### config.mk
export PLATFORM = sky130hd
export DESIGN_NAME = fifo_queue_with_delete_by_value
export DESIGN_NICKNAME = d
export VERILOG_FILES = /design/src/hw/rtl/fqd_pkg.sv /design/src/hw/rtl/fqd_datapath.sv /design/src/hw/rtl/fqd_ctrl.sv /design/src/hw/rtl/fifo_queue_with_delete_by_value.sv
export SDC_FILE = /design/constraint.sdc
export NUM_CORES = 1
export LEC_CHECK = 0
export ABC_CLOCK_PERIOD_IN_PS = 5800
export BUFFER_PORTS_ARGS = -buffer_cell sky130_fd_sc_hd__buf_2
export CAP_MARGIN = 0
export CORE_MARGIN = 8
export CORE_UTILIZATION = 38
export CTS_CLUSTER_DIAMETER = 150
export CTS_CLUSTER_SIZE = 30
export DETAILED_ROUTE_END_ITERATION = 8
export HOLD_SLACK_MARGIN = 0.05
export PLACE_DENSITY = 0.58
export SLEW_MARGIN = 10
export SYNTH_ARGS = -nofsm -noshare
export SYNTH_HDL_FRONTEND = slang
export SYNTH_SLANG_ARGS = --single-unit
export TNS_END_PERCENT = 1
### constraint.sdc
create_clock -name clk -period 5.8 [get_ports clk]
set_input_delay 1.16 -clock clk [delete_from_list [all_inputs] [get_ports clk]]
set_output_delay 1.16 -clock clk [all_outputs]
set_load 0.05 [all_outputs]
### src/hw/rtl/fqd_pkg.sv
// ---------------------------------------------------------------------------
// fqd_pkg
// shared codes and controller/datapath interface types for the queue
// ---------------------------------------------------------------------------
package fqd_pkg;

  localparam int ValueWidth = 32;

  localparam logic [1:0] ACT_ENQ = 2'd0;
  localparam logic [1:0] ACT_DEQ = 2'd1;
  localparam logic [1:0] ACT_DEL = 2'd2;

  localparam logic [1:0] ST_OK        = 2'd0;
  localparam logic [1:0] ST_EMPTY     = 2'd1;
  localparam logic [1:0] ST_FULL      = 2'd2;
  localparam logic [1:0] ST_NOT_FOUND = 2'd3;

  localparam logic [1:0] SEL_ZERO = 2'd0;
  localparam logic [1:0] SEL_VAL  = 2'd1;
  localparam logic [1:0] SEL_RD   = 2'd2;

  typedef struct packed {
    logic       load;
    logic       enq;
    logic       rd_head;
    logic       pop;
    logic       scan_start;
    logic       scan_step;
    logic       shift_start;
    logic       shift_step;
    logic       remove;
    logic       res_load;
    logic [1:0] res_status;
    logic [1:0] res_sel;
  } cmd_t;

  typedef struct packed {
    logic [1:0] act;
    logic       empty;
    logic       full;
    logic       match;
    logic       sweep_end;
    logic       res_free;
  } stat_t;

endpackage

### src/hw/rtl/fqd_datapath.sv
// ---------------------------------------------------------------------------
// fqd_datapath
// circular entry memory, head pointer, count, sweep pointer and result register
// ---------------------------------------------------------------------------
module fqd_datapath #(
  parameter int QUEUE_DEPTH = 16
) (
  input  logic          clk,
  input  logic          rst,
  input  logic [39:0]   s_tdata,
  output logic          m_tvalid,
  input  logic          m_tready,
  output logic [39:0]   m_tdata,
  input  fqd_pkg::cmd_t cmd,
  output fqd_pkg::stat_t stat
);
  import fqd_pkg::*;

  localparam int AW = $clog2(QUEUE_DEPTH);
  localparam int CW = $clog2(QUEUE_DEPTH + 1);
  localparam int SW = AW + 1;

  logic [ValueWidth-1:0] mem [QUEUE_DEPTH];
  logic [ValueWidth-1:0] rd_data;
  logic [ValueWidth-1:0] val_r;
  logic [1:0]            act_r;
  logic [AW-1:0]         head;
  logic [CW-1:0]         count;
  logic [CW-1:0]         idx;
  logic                  pend;

  logic [1:0]            res_status;
  logic [ValueWidth-1:0] res_data;
  logic [4:0]            res_occ;

  logic                  sweep;
  logic                  sweep_rd;
  logic                  rd_en;
  logic [AW-1:0]         rd_addr;
  logic                  wr_en;
  logic [AW-1:0]         wr_addr;
  logic [ValueWidth-1:0] wr_data;

  function automatic logic [AW-1:0] wrap_addr(input logic [AW-1:0] base,
                                               input logic [CW-1:0] off);
    logic [SW-1:0] s;
    s = SW'(base) + SW'(off);
    if (s >= SW'(QUEUE_DEPTH)) begin
      s = s - SW'(QUEUE_DEPTH);
    end
    return s[AW-1:0];
  endfunction

  assign sweep    = cmd.scan_step | cmd.shift_step;
  assign sweep_rd = sweep && (idx < count);
  assign rd_en    = cmd.rd_head | sweep_rd;
  assign rd_addr  = cmd.rd_head ? head : wrap_addr(head, idx);

  always_comb begin
    wr_en   = 1'b0;
    wr_addr = wrap_addr(head, count);
    wr_data = val_r;
    if (cmd.enq) begin
      wr_en = 1'b1;
    end else if (cmd.shift_step && pend) begin
      wr_en   = 1'b1;
      wr_addr = wrap_addr(head, idx - CW'(2));
      wr_data = rd_data;
    end
  end

  // entry memory: one write and one registered read per cycle
  always_ff @(posedge clk) begin
    if (wr_en) begin
      mem[wr_addr] <= wr_data;
    end
    if (rd_en) begin
      rd_data <= mem[rd_addr];
    end
  end

  always_ff @(posedge clk) begin
    if (cmd.load) begin
      act_r <= s_tdata[1:0];
      val_r <= s_tdata[33:2];
    end
  end

  always_ff @(posedge clk) begin
    if (rst) begin
      head  <= '0;
      count <= '0;
      idx   <= '0;
      pend  <= 1'b0;
    end else begin
      if (cmd.enq) begin
        count <= count + CW'(1);
      end
      if (cmd.pop) begin
        head  <= wrap_addr(head, CW'(1));
        count <= count - CW'(1);
      end
      if (cmd.remove) begin
        count <= count - CW'(1);
      end
      if (cmd.scan_start) begin
        idx  <= '0;
        pend <= 1'b0;
      end else if (cmd.shift_start) begin
        pend <= 1'b0;
      end else if (sweep) begin
        pend <= sweep_rd;
        if (sweep_rd) begin
          idx <= idx + CW'(1);
        end
      end
    end
  end

  always_ff @(posedge clk) begin
    if (rst) begin
      m_tvalid <= 1'b0;
    end else if (cmd.res_load) begin
      m_tvalid <= 1'b1;
    end else if (m_tready) begin
      m_tvalid <= 1'b0;
    end
  end

  always_ff @(posedge clk) begin
    if (cmd.res_load) begin
      res_status <= cmd.res_status;
      res_occ    <= 5'(count);
      case (cmd.res_sel)
        SEL_VAL: res_data <= val_r;
        SEL_RD:  res_data <= rd_data;
        default: res_data <= '0;
      endcase
    end
  end

  assign m_tdata = {1'b0, res_occ, res_data, res_status};

  assign stat.act       = act_r;
  assign stat.empty     = (count == '0);
  assign stat.full      = (count == CW'(QUEUE_DEPTH));
  assign stat.match     = pend && (rd_data == val_r);
  assign stat.sweep_end = (idx == count) && !pend;
  assign stat.res_free  = !m_tvalid || m_tready;

  a_count_bound: assert property (@(posedge clk) disable iff (rst)
    count <= CW'(QUEUE_DEPTH))
    else $error("entry count above depth");

  a_enq_not_full: assert property (@(posedge clk) disable iff (rst)
    cmd.enq |-> !stat.full)
    else $error("write into full queue");

  a_take_not_empty: assert property (@(posedge clk) disable iff (rst)
    (cmd.pop || cmd.remove) |-> !stat.empty)
    else $error("entry taken from empty queue");

  a_result_shown: assert property (@(posedge clk) disable iff (rst)
    cmd.res_load |=> m_tvalid)
    else $error("loaded result not presented");

endmodule

### src/hw/rtl/fqd_ctrl.sv
// ---------------------------------------------------------------------------
// fqd_ctrl
// command sequencer: decode, search sweep, gap-closing shift and result hand-off
// ---------------------------------------------------------------------------
module fqd_ctrl (
  input  logic           clk,
  input  logic           rst,
  input  logic           s_tvalid,
  output logic           s_tready,
  input  fqd_pkg::stat_t stat,
  output fqd_pkg::cmd_t  cmd
);
  import fqd_pkg::*;

  localparam logic [2:0] S_IDLE   = 3'd0;
  localparam logic [2:0] S_EXEC   = 3'd1;
  localparam logic [2:0] S_DEQ    = 3'd2;
  localparam logic [2:0] S_SCAN   = 3'd3;
  localparam logic [2:0] S_SHIFT  = 3'd4;
  localparam logic [2:0] S_FINISH = 3'd5;

  logic [2:0] state;
  logic [2:0] state_next;
  logic [1:0] res_status;
  logic [1:0] res_status_next;
  logic [1:0] res_sel;
  logic [1:0] res_sel_next;

  always_ff @(posedge clk) begin
    if (rst) begin
      state      <= S_IDLE;
      res_status <= ST_OK;
      res_sel    <= SEL_ZERO;
    end else begin
      state      <= state_next;
      res_status <= res_status_next;
      res_sel    <= res_sel_next;
    end
  end

  always_comb begin
    state_next      = state;
    res_status_next = res_status;
    res_sel_next    = res_sel;
    cmd             = '0;
    cmd.res_status  = res_status;
    cmd.res_sel     = res_sel;
    s_tready        = 1'b0;
    unique case (state)
      S_IDLE: begin
        s_tready = 1'b1;
        if (s_tvalid) begin
          cmd.load   = 1'b1;
          state_next = S_EXEC;
        end
      end
      S_EXEC: begin
        state_next      = S_FINISH;
        res_status_next = ST_OK;
        res_sel_next    = SEL_ZERO;
        case (stat.act)
          ACT_ENQ: begin
            if (stat.full) begin
              res_status_next = ST_FULL;
            end else begin
              cmd.enq      = 1'b1;
              res_sel_next = SEL_VAL;
            end
          end
          ACT_DEQ: begin
            if (stat.empty) begin
              res_status_next = ST_EMPTY;
            end else begin
              cmd.rd_head = 1'b1;
              state_next  = S_DEQ;
            end
          end
          ACT_DEL: begin
            if (stat.empty) begin
              res_status_next = ST_EMPTY;
            end else begin
              cmd.scan_start = 1'b1;
              state_next     = S_SCAN;
            end
          end
          default: begin
            res_status_next = ST_OK;
          end
        endcase
      end
      S_DEQ: begin
        cmd.pop         = 1'b1;
        res_status_next = ST_OK;
        res_sel_next    = SEL_RD;
        state_next      = S_FINISH;
      end
      S_SCAN: begin
        if (stat.match) begin
          cmd.shift_start = 1'b1;
          res_status_next = ST_OK;
          res_sel_next    = SEL_VAL;
          state_next      = S_SHIFT;
        end else if (stat.sweep_end) begin
          res_status_next = ST_NOT_FOUND;
          res_sel_next    = SEL_ZERO;
          state_next      = S_FINISH;
        end else begin
          cmd.scan_step = 1'b1;
        end
      end
      S_SHIFT: begin
        if (stat.sweep_end) begin
          cmd.remove = 1'b1;
          state_next = S_FINISH;
        end else begin
          cmd.shift_step = 1'b1;
        end
      end
      S_FINISH: begin
        if (stat.res_free) begin
          cmd.res_load = 1'b1;
          state_next   = S_IDLE;
        end
      end
      default: begin
        state_next = S_IDLE;
      end
    endcase
  end

  a_accept_idle: assert property (@(posedge clk) disable iff (rst)
    (s_tvalid && s_tready) |=> (state == S_EXEC))
    else $error("accepted transaction not decoded");

  a_one_sweep: assert property (@(posedge clk) disable iff (rst)
    $countones({cmd.scan_step, cmd.shift_step, cmd.rd_head, cmd.enq}) <= 1)
    else $error("conflicting memory commands");

  a_load_ready: assert property (@(posedge clk) disable iff (rst)
    cmd.res_load |-> stat.res_free)
    else $error("result overwritten before taken");

endmodule

### src/hw/rtl/fifo_queue_with_delete_by_value.sv
// ---------------------------------------------------------------------------
// fifo_queue_with_delete_by_value
// bounded fifo of 32-bit values with enqueue, dequeue and delete-first-match
// ---------------------------------------------------------------------------
// Entries live in a single-port-read, single-port-write circular memory of
// QUEUE_DEPTH words. One command enters per transaction and returns one result
// (status, value, occupancy after the command). A delete sweeps the memory from
// the head one entry per cycle, then shifts the entries behind the match one per
// cycle to close the gap. A new command is accepted while the previous result
// still waits on the master side.
module fifo_queue_with_delete_by_value #(
  parameter int QUEUE_DEPTH = 16
) (
  input  logic        clk,
  input  logic        rst,
  input  logic        s_tvalid,
  output logic        s_tready,
  input  logic [39:0] s_tdata,   // action[1:0], value[33:2], zero pad
  output logic        m_tvalid,
  input  logic        m_tready,
  output logic [39:0] m_tdata    // status[1:0], data_out[33:2], occupancy[38:34], pad
);
  import fqd_pkg::*;

  cmd_t  cmd;
  stat_t stat;

  fqd_ctrl u_ctrl (
    .clk      (clk),
    .rst      (rst),
    .s_tvalid (s_tvalid),
    .s_tready (s_tready),
    .stat     (stat),
    .cmd      (cmd)
  );

  fqd_datapath #(
    .QUEUE_DEPTH (QUEUE_DEPTH)
  ) u_datapath (
    .clk      (clk),
    .rst      (rst),
    .s_tdata  (s_tdata),
    .m_tvalid (m_tvalid),
    .m_tready (m_tready),
    .m_tdata  (m_tdata),
    .cmd      (cmd),
    .stat     (stat)
  );

endmodule

Yosys cells after proc, flatten, opt, wreduce, memory -nomap -nowiden
Memories as Yosys holds them, arrays and structs flattened. A register that Yosys moved wholly into a read port is not among the register bits.
Index checks and enable logic that the tools add are counted.
- register bits: 96
- output and inout bits: 42
- bits of input ports: 44
- RAM bits: 512
- memories: 1
- logic and storage cells: 125
- memory list (memory ; words ; bits a word ; read ports ; clocked after memory_dff ; write ports ; RTL line ; RTL):
    u_datapath.mem ; 16 ; 32 ; 1 ; 1 ; 1 ; fqd_datapath.sv:23 ; logic [ValueWidth-1:0] mem [QUEUE_DEPTH];
- bitwise gates (word level): 3
- mux-type cells: 57
- reduce and logical (&&, ||, !) cells: 19
- equal/unequal tests: 15
- magnitude comparators: 5
- add/sub/neg operators: 12
- operators with widths (cell ; count):
    $mux W32 ; 2
    $pmux W32 S2 ; 1
    $eq A32 B32 Y1 ; 1
    $mux W4 ; 7
    $mux W1 ; 25
    $ge A5 B5 Y1 const B ; 4
    $mux W3 ; 6
    $pmux W3 S6 ; 1
    $mux W2 ; 8
    $sub A4 B1 Y4 const B ; 4
    $add A4 B5 Y5 ; 3
    $mux W5 ; 3
    $pmux W2 S3 ; 2
    $add A5 B1 Y5 const B ; 2
    $eq A3 B2 Y1 const B ; 2
    $eq A3 B3 Y1 const B ; 2
    $pmux W3 S2 ; 1
    $reduce_bool A3 Y1 ; 2
    $add A4 B1 Y5 const B ; 1
    $eq A5 B5 Y1 ; 1
    $eq A5 B5 Y1 const B ; 1
    $logic_not A5 Y1 ; 1
    $lt A5 B5 Y1 ; 1
    $sub A5 B1 Y5 const B ; 1
    19 further kinds ; 29

Logic depth before layout (Yosys ltp)
Gate-level depths: netlist of the first run.
- depth after elaboration: 9
- depth in mapped cells: 12

Hierarchy
From an unflattened synthesis of the first run, not the netlist that was laid out.
- cell total of the unflattened synthesis: 1645
- area total of the unflattened synthesis: 26421.6 sq um
- modules (own cells, without submodules) (module ; cells an instance ; area each (sq um) ; instances):
    fqd_datapath ; 1577 ; 25843.5 ; 1
    fqd_ctrl ; 68 ; 578.1 ; 1

Worst setup path before layout of the first run
OpenSTA, ideal clock, no wires.
- kind: reg-to-reg
- start point: register u_datapath.head[1]
- end point: memory u_datapath.mem[12][0] (enable)
- cell stages (with the launch flop): 13
- buffers on the path: 0
- data arrival time: 4.574 ns
- setup slack: 0.765 ns
- data required time: 5.339 ns
- clock period less this slack: 5.035 ns
- cell sequence: dfxtp_1 inv_1 ha_1 inv_1 ha_1 inv_1 fa_1 xnor2_1 xnor2_1 nand2_1 o21ai_0 xnor2_1 nor3_1
- longest elaborated chain between the ends: 5
- elaborated cells on any way between the ends: 10
- classes of those cells: add/sub: 4; order compare: 2; mux: 4
- ends and longest elaborated chain (element ; RTL line ; RTL):
    start: declaration ; fqd_datapath.sv:27 ; logic [AW-1:0] head;
    start signal: assignment ; fqd_datapath.sv:100 ; head <= wrap_addr(head, CW'(1));
    $add A4 B5 Y5 ; fqd_datapath.sv:47 ; s = SW'(base) + SW'(off);
    $sub A4 B1 Y4 or $ge A5 B5 Y1 (tied branches) ; fqd_datapath.sv:49, fqd_datapath.sv:48 ;
    $mux W4 ; fqd_datapath.sv:48 ; if (s >= SW'(QUEUE_DEPTH)) begin
    $mux W4 ; fqd_datapath.sv:65 ; end else if (cmd.shift_step && pend) begin
    $mux W4 (*) ; fqd_datapath.sv:63 ; if (cmd.enq) begin
    end: declaration ; fqd_datapath.sv:23 ;
Mark *: on every way between the ends. The rest lies on a longest branch, timed or not.

Worst setup path in the final report of the first run
- start point: register u_datapath.head[1]
- end point: memory u_datapath.mem[12][15] (enable)
Same word-level chain as after synthesis.

==> flow_summary.ini, run 1 <==
[timing]
finalSetupTns_ns = 0
max_freq_mhz = 230
slew_violations = 0
worstMarginPinSlew_ns = 1.15
setup_violations = 0
finalCritPeriodShare = 0.749
rsz0062_at_grt = false
min_period_ns = 4.34
final_hold_viol_count = 0
hold_slack_ns = 0.453
relSlewSlack = 0.234
skew_ns = 0.0344

[clock_tree]
cts_resized = 0
cts_buffers = 25
cts_setup_buffers = 0
htree_num_levels = 1
cts_sinks = 640
cts_hold_buf = 0
clockBufferDepth = 3
cts_root_buf = clkbuf_16
clkTransAtPathRegs_ns = 0.12
cts_tree = built
clk_latency_ns = 0.61

[global_route]
antenna_found_initial = 0
grt_overflow = 0
grt_max_degree = 40
grt_pass1_wl_mm = 98.2
grt_pass1_vias = 14100
grtUsageTotal = 0.171

[synth]
syn_avg_cell_area_um2 = 17.0
syn_inst = 1516
synth_seq_area_share = 0.737
synthArstFlopShare = 0
synth-seq-cells = 640
syn-num-nets = 1588
synth_edf_count = 617
synthDistinctLibCells = 70
yosys_warnings = 0
syn_area_um2 = 25800
synth_flop_cell = edfxtp_1

[worst_setup_path]
endpoint_kind = flip-flop
required_ns = 6.03
start_kind = flip-flop
crit_arrival_ns = 4.57
cp_max_fo = 30
critPathKind = reg2reg

[drt]
wirelength_mm = 67.5
firstDrtPassIters = 6
drt_drc_violations_left = 0
final_antenna_net_count = 0
vias = 14300
viasPerCell = 5.78
initialDrtViolationCount = 1550
wl_per_cell_um = 27.2

[finish]
fin_nets = 1664
drive_above_1_share = 0.199
final_common_cell = edfxtp_1
diodes = 0
final_cell_mix = edfxtp_1, nor2_1, buf_2
fillCellCount = 5968
syn_to_final_growth_pct = 9.45

[flow_run]
maxCapViolCount = 0

[die]
die_h_um = 276
num_io_pins = 86
start_util = 0.384
die-area_um2 = 76400
rows = 95
core_area_um2 = 67200
die_w_um = 276

[pwr]
irDropWorstVdd_mv = 0.252
leakage_nw = 8.91
fin_total_pwr_mw = 9.48
p_per_area_nw_per_um2 = 336

[hold_path]
hold_class = reg2reg

[status]
outcome = complete, no violations

[placement]
port_buffers = 78
gp_congestion = 0.791
dp_hpwl_mm = 38.2
[sequential cells by signal (all words and copies together) (netlist names)]
name                   flops
u_datapath.res_status      2
u_ctrl.res_status          2
u_datapath.rd_data        32
u_ctrl.state               3
u_datapath.mem           512
u_datapath.res_occ         5
u_datapath.act_r           2
u_datapath.pend            1
u_ctrl.res_sel             2
u_datapath.val_r          32
u_datapath.count           5
u_datapath.res_data       32
u_datapath.head            4
u_datapath.m_tvalid        1
u_datapath.idx             5
[synthesized netlist by cell type (3+ instances only)]
| master | n | share of area |
|---|---|---|
| a211oi_1 | 14 | 0.0041 |
| o21ai_0 | 25 | 0.0049 |
| nand2_1 | 69 | 0.010 |
| nor2_1 | 84 | 0.012 |
| mux4_2 | 64 | 0.056 |
| and4_1 | 3 | 0.0010 |
| buf_2 | 14 | 0.0027 |
| ha_1 | 25 | 0.012 |
| o32ai_1 | 25 | 0.0085 |
| or4_1 | 5 | 0.0015 |
| nor3_1 | 40 | 0.0078 |
| a22oi_1 | 58 | 0.017 |
| nor2b_1 | 6 | 0.0015 |
| fa_1 | 3 | 0.0023 |
| mux2_2 | 60 | 0.026 |
| xor2_1 | 29 | 0.0099 |
| a32oi_1 | 4 | 0.0014 |
| edfxtp_1 | 617 | 0.72 |
| buf_1 | 8 | 0.0012 |
| dfxtp_1 | 23 | 0.018 |
| a21o_1 | 4 | 0.0012 |
| clkbuf_1 | 52 | 0.0076 |
| buf_4 | 3 | 0.00087 |
| a41oi_1 | 3 | 0.0010 |
| xnor2_1 | 13 | 0.0044 |
| and3_1 | 46 | 0.011 |
| a21oi_1 | 29 | 0.0056 |
| o31ai_1 | 3 | 0.00087 |
| o41ai_1 | 25 | 0.0085 |
| nand3_1 | 38 | 0.0074 |
| inv_1 | 24 | 0.0035 |
| nor4_1 | 17 | 0.0041 |
| o21a_1 | 7 | 0.0020 |
| nand2b_1 | 6 | 0.0015 |
| o221ai_1 | 25 | 0.0085 |
| buf_6 | 4 | 0.0017 |
| nand4_1 | 4 | 0.00097 |
[power breakdown]
group | total [mW] | switching, mW | internal (mW)
clock | 2.18 | 1.34 | 0.839
combinational | 1.58 | 1.09 | 0.485
sequential | 5.73 | 0.181 | 5.55
total | 9.48 | 2.61 | 6.87
[critical path: stages, from the launching register on]
cell and delay (ns):
dfxtp_1 0.67, inv_1 0.25, ha_1 0.36, inv_1 0.07
ha_1 0.13, inv_1 0.05, fa_1 0.43, xnor2_1 0.17
xnor2_1 0.14, nand2_1 0.06, o21ai_0 0.19, xnor2_1 0.41
nor3_2 0.40, buf_4 0.59
[worst paths after layout]
path | slack (ns) | endpoint | start | cells after the start
worst max-delay path | 1.46 | u_datapath.mem[12][15]$_DFFE_PP_ | u_datapath.head[1]$_SDFFE_PP0P_ | 13
worst min-delay path | 0.45 | u_datapath.res_status[1]$_DFFE_PP_ | u_ctrl.res_status[1]$_SDFFE_PP0P_ | 0
worst max register to register | 1.46 | u_datapath.mem[12][15]$_DFFE_PP_ | u_datapath.head[1]$_SDFFE_PP0P_ | 13
worst min register to register | 0.45 | u_datapath.res_status[1]$_DFFE_PP_ | u_ctrl.res_status[1]$_SDFFE_PP0P_ | 0
[area by class of cell]
| type | count | area, um2 | area share |
|---|---|---|---|
| well taps | 873 | 1090 | 0.0387 |
| clock inverters | 1 | 20.0 | 0.000710 |
| repair buffers | 130 | 818 | 0.0290 |
| clock buffers | 44 | 697 | 0.0247 |
| multi-input cells | 771 | 6500 | 0.231 |
| flip-flops and latches | 640 | 19000 | 0.673 |
| inverters | 24 | 90.1 | 0.00319 |
[through the flow]
step / setup WS, ns / instances / utilization / cell area (um2)
floorplan: 0.765 / 1516 / - / 25800
global placement: 1.63 / 2438 / 0.409 / 27500
global route: 1.20 / 2483 / 0.420 / 28200
CTS: 1.46 / 2483 / 0.420 / 28200
detailed placement: 1.54 / 2438 / 0.409 / 27500
finish: 1.46 / 2483 / 0.420 / 28200
[logic make-up (layout without fill, tap and decap cells)]
| logic type | Yosys count | in the layout | synth area share |
|---|---|---|---|
| adders and majority gates | 28 | 28 | 0.0145 |
| DFF | 640 | 640 | 0.737 |
| xor gates and xnor gates | 42 | 42 | 0.0143 |
| buffers and inverters | 105 | 199 | 0.0176 |
| other | 1 | 1 | 0.000145 |
| and+or+nand+nor | 333 | 333 | 0.0642 |
| muxes | 125 | 125 | 0.0825 |
| AOI/OAI and AO/OA | 242 | 242 | 0.0701 |
[routing by layer]
| layer | track usage | part of all wire | wire (um) |
|---|---|---|---|
| met5 | 0 | 0 | 0 |
| met4 | 0.0384 | 0.021 | 1390 |
| met3 | 0.0243 | 0.064 | 4330 |
| met2 | 0.281 | 0.48 | 32400 |
| met1 | 0.240 | 0.44 | 29400 |
(Power assumes the default switching activity.)
==> run 2: changes to the inputs <==
Settings changed: ABC_AREA set to 1, ABC_CLOCK_PERIOD_IN_PS 5800 to 4000.
Clock period 5.8 ns to 4 ns, I/O delays scaled along.
==> flow_summary.ini, run 2 <==
[placement]
pre_cts_slack_ns = 0.583
port_buffers = 78
gp_congestion = 0.855
dpl.cell_count = 3297
dp_hpwl_mm = 37.5
postPlaceCellArea_um2 = 29300

[synth]
synthArstFlopShare = 0
syn_inst = 2329
yosysTopAreaCell = edfxtp_1
synthDistinctLibCells = 40
synthMuxAreaShare = 0
synth_seq_area_share = 0.692
synth-simple-area-share = 0.121
synth_fa_ha_area_frac = 0.0136
synth_top_family_by_area = simple AND/OR/NAND/NOR gates
ys_top_cells_by_count = edfxtp_1, nand2_1, inv_1
yosys_warnings = 0
yosys-top-cells-area = edfxtp_1, o211ai_1, nand2_1
synth_xor_area_frac = 0.00734
syn-num-nets = 2401
synth_compound_area_frac = 0.0913
syn_area_um2 = 27500
synthMostInstantiatedCell = edfxtp_1
synth.top_cell.area_share = 0.675
synth_edf_count = 617
synth-seq-cells = 640
syn_avg_cell_area_um2 = 11.8
synth_flop_cell = edfxtp_1

[die]
die-area_um2 = 81100
die_h_um = 285
rows = 98
num_io_pins = 86
die_w_um = 285
core_area_um2 = 71500
start_util = 0.384

[drt]
firstDrtPassIters = 5
final_antenna_net_count = 0
vias = 17000
initialDrtViolationCount = 1217
wl_per_cell_um = 19.7
viasPerCell = 5.11
drt_drc_violations_left = 0
wirelength_mm = 65.6

[timing]
final_hold_viol_count = 0
worstMarginPinSlew_ns = 1.14
max_freq_mhz = 290
finalCritPeriodShare = 0.862
finalSetupTns_ns = 0
slew_violations = 0
hold_slack_ns = 0.355
setup_violations = 0
min_period_ns = 3.45
rsz0062_at_grt = false
setup_slack_ns = 0.553
relSlewSlack = 0.236
skew_ns = 0.0269

[clock_tree]
cts_setup_buffers = 0
htree_num_levels = 1
cts_resized = 0
clockBufferDepth = 3
cts_root_buf = clkbuf_16
cts_tree = built
clk_latency_ns = 0.61
cts_hold_buf = 0
cts_sinks = 640
clkTransAtPathRegs_ns = 0.12
cts_buffers = 25

[pwr]
fin_total_pwr_mw = 15.0
leakage_nw = 10.8
irDropWorstVdd_mv = 0.403
p_per_area_nw_per_um2 = 498

[worst_setup_path]
cp_max_fo = 25
required_ns = 4.30
path_buf_inv = 5
slowest_stage = dfxtp_1
critPathKind = reg2reg
endpoint_kind = flip-flop
path_delay_family = adder cells
critical_path_depth = 14
path_cells = inv_1, ha_1, inv_1, ha_1, inv_1, fa_1, xnor2_1, xnor2_1, nand2_1, nand2_1, inv_1, nand2_1, nor2_4, buf_12
rr_worst_depth = 14
start_kind = flip-flop
cp_common_cell = inv_1
crit_arrival_ns = 3.74
critPathMaxStageDelay_ns = 0.50

[global_route]
grt_max_degree = 129
grt_pass1_wl_mm = 100
grt_pass1_vias = 16500
grtUsageTotal = 0.158
grt_overflow = 0
antenna_found_initial = 0

[finish]
fin_nets = 2447
seq_area_um2 = 19000
drive_above_1_share = 0.0848
finish.instance_area_um2 = 30100
utilization = 0.420
fillCellCount = 6568
final_cell_mix = edfxtp_1, nand2_1, inv_1
multi_input_comb_area_um2 = 6600
largest-register = u_datapath.mem
fin_cells = 3333
syn_to_final_growth_pct = 9.49
diodes = 0
largest_reg_flops = 512
final_common_cell = edfxtp_1

[status]
outcome = complete, no violations

[hold_path]
min_path_cells = 1
hold_class = in2reg

[flow_run]
maxCapViolCount = 0
==> run 2: cell count changes after synthesis, sizes merged, moves of 64 or more <==
cell	delta
nand2	+445
mux4	-64
inv	+330
nand3	+179
o211ai	+255
buf	+71
==> run 2: kinds of logic (layout without fill, tap and decap cells) <==
kind of cell | count (synthesis) | count (layout)
AND/OR/NAND/NOR | 795 | 795
flip-flops | 640 | 640
buffers and inverters | 477 | 531
AO/OA/AOI/OAI | 365 | 365
adder cells (fa/ha/maj) | 28 | 28
XOR/XNOR | 23 | 23
other | 1 | 1
==> run 2: report_power, final <==
part / switching [mW] / internal [mW] / total (mW)
Clock: 1.94 / 1.19 / 3.12
Sequential: 0.271 / 8.16 / 8.43
Combinational: 2.48 / 0.943 / 3.42
==> run 2: path summary, 6_finish.rpt <==
check | from | to | slack (ns)
setup reg to reg | u_datapath.head[1]$_SDFFE_PP0P_ | u_datapath.mem[14][5]$_DFFE_PP_ | 0.55
hold reg to reg | u_ctrl.res_status[1]$_SDFFE_PP0P_ | u_datapath.res_status[1]$_DFFE_PP_ | 0.46
setup / recovery | u_datapath.head[1]$_SDFFE_PP0P_ | u_datapath.mem[14][5]$_DFFE_PP_ | 0.55
hold / removal | s_tdata[22] | u_datapath.val_r[20]$_DFFE_PP_ | 0.35
==> run 2: area by class of cell <==
| type | count | area share |
|---|---|---|
| clock buffers | 33 | 0.0218 |
| multi-input cells | 1212 | 0.220 |
| repair buffers | 142 | 0.0415 |
| flip-flops and latches | 640 | 0.632 |
| clock inverters | 2 | 0.00133 |
| inverters | 354 | 0.0444 |
| well taps | 950 | 0.0395 |
==> run 2: routing by layer <==
layer	up-vias	routed length, um	track usage
met5	-	0	0
met1	8388	28700	0.208
li1	8168	-	-
met3	78	3060	0.0160
met4	0	1520	0.0407
met2	400	32400	0.276
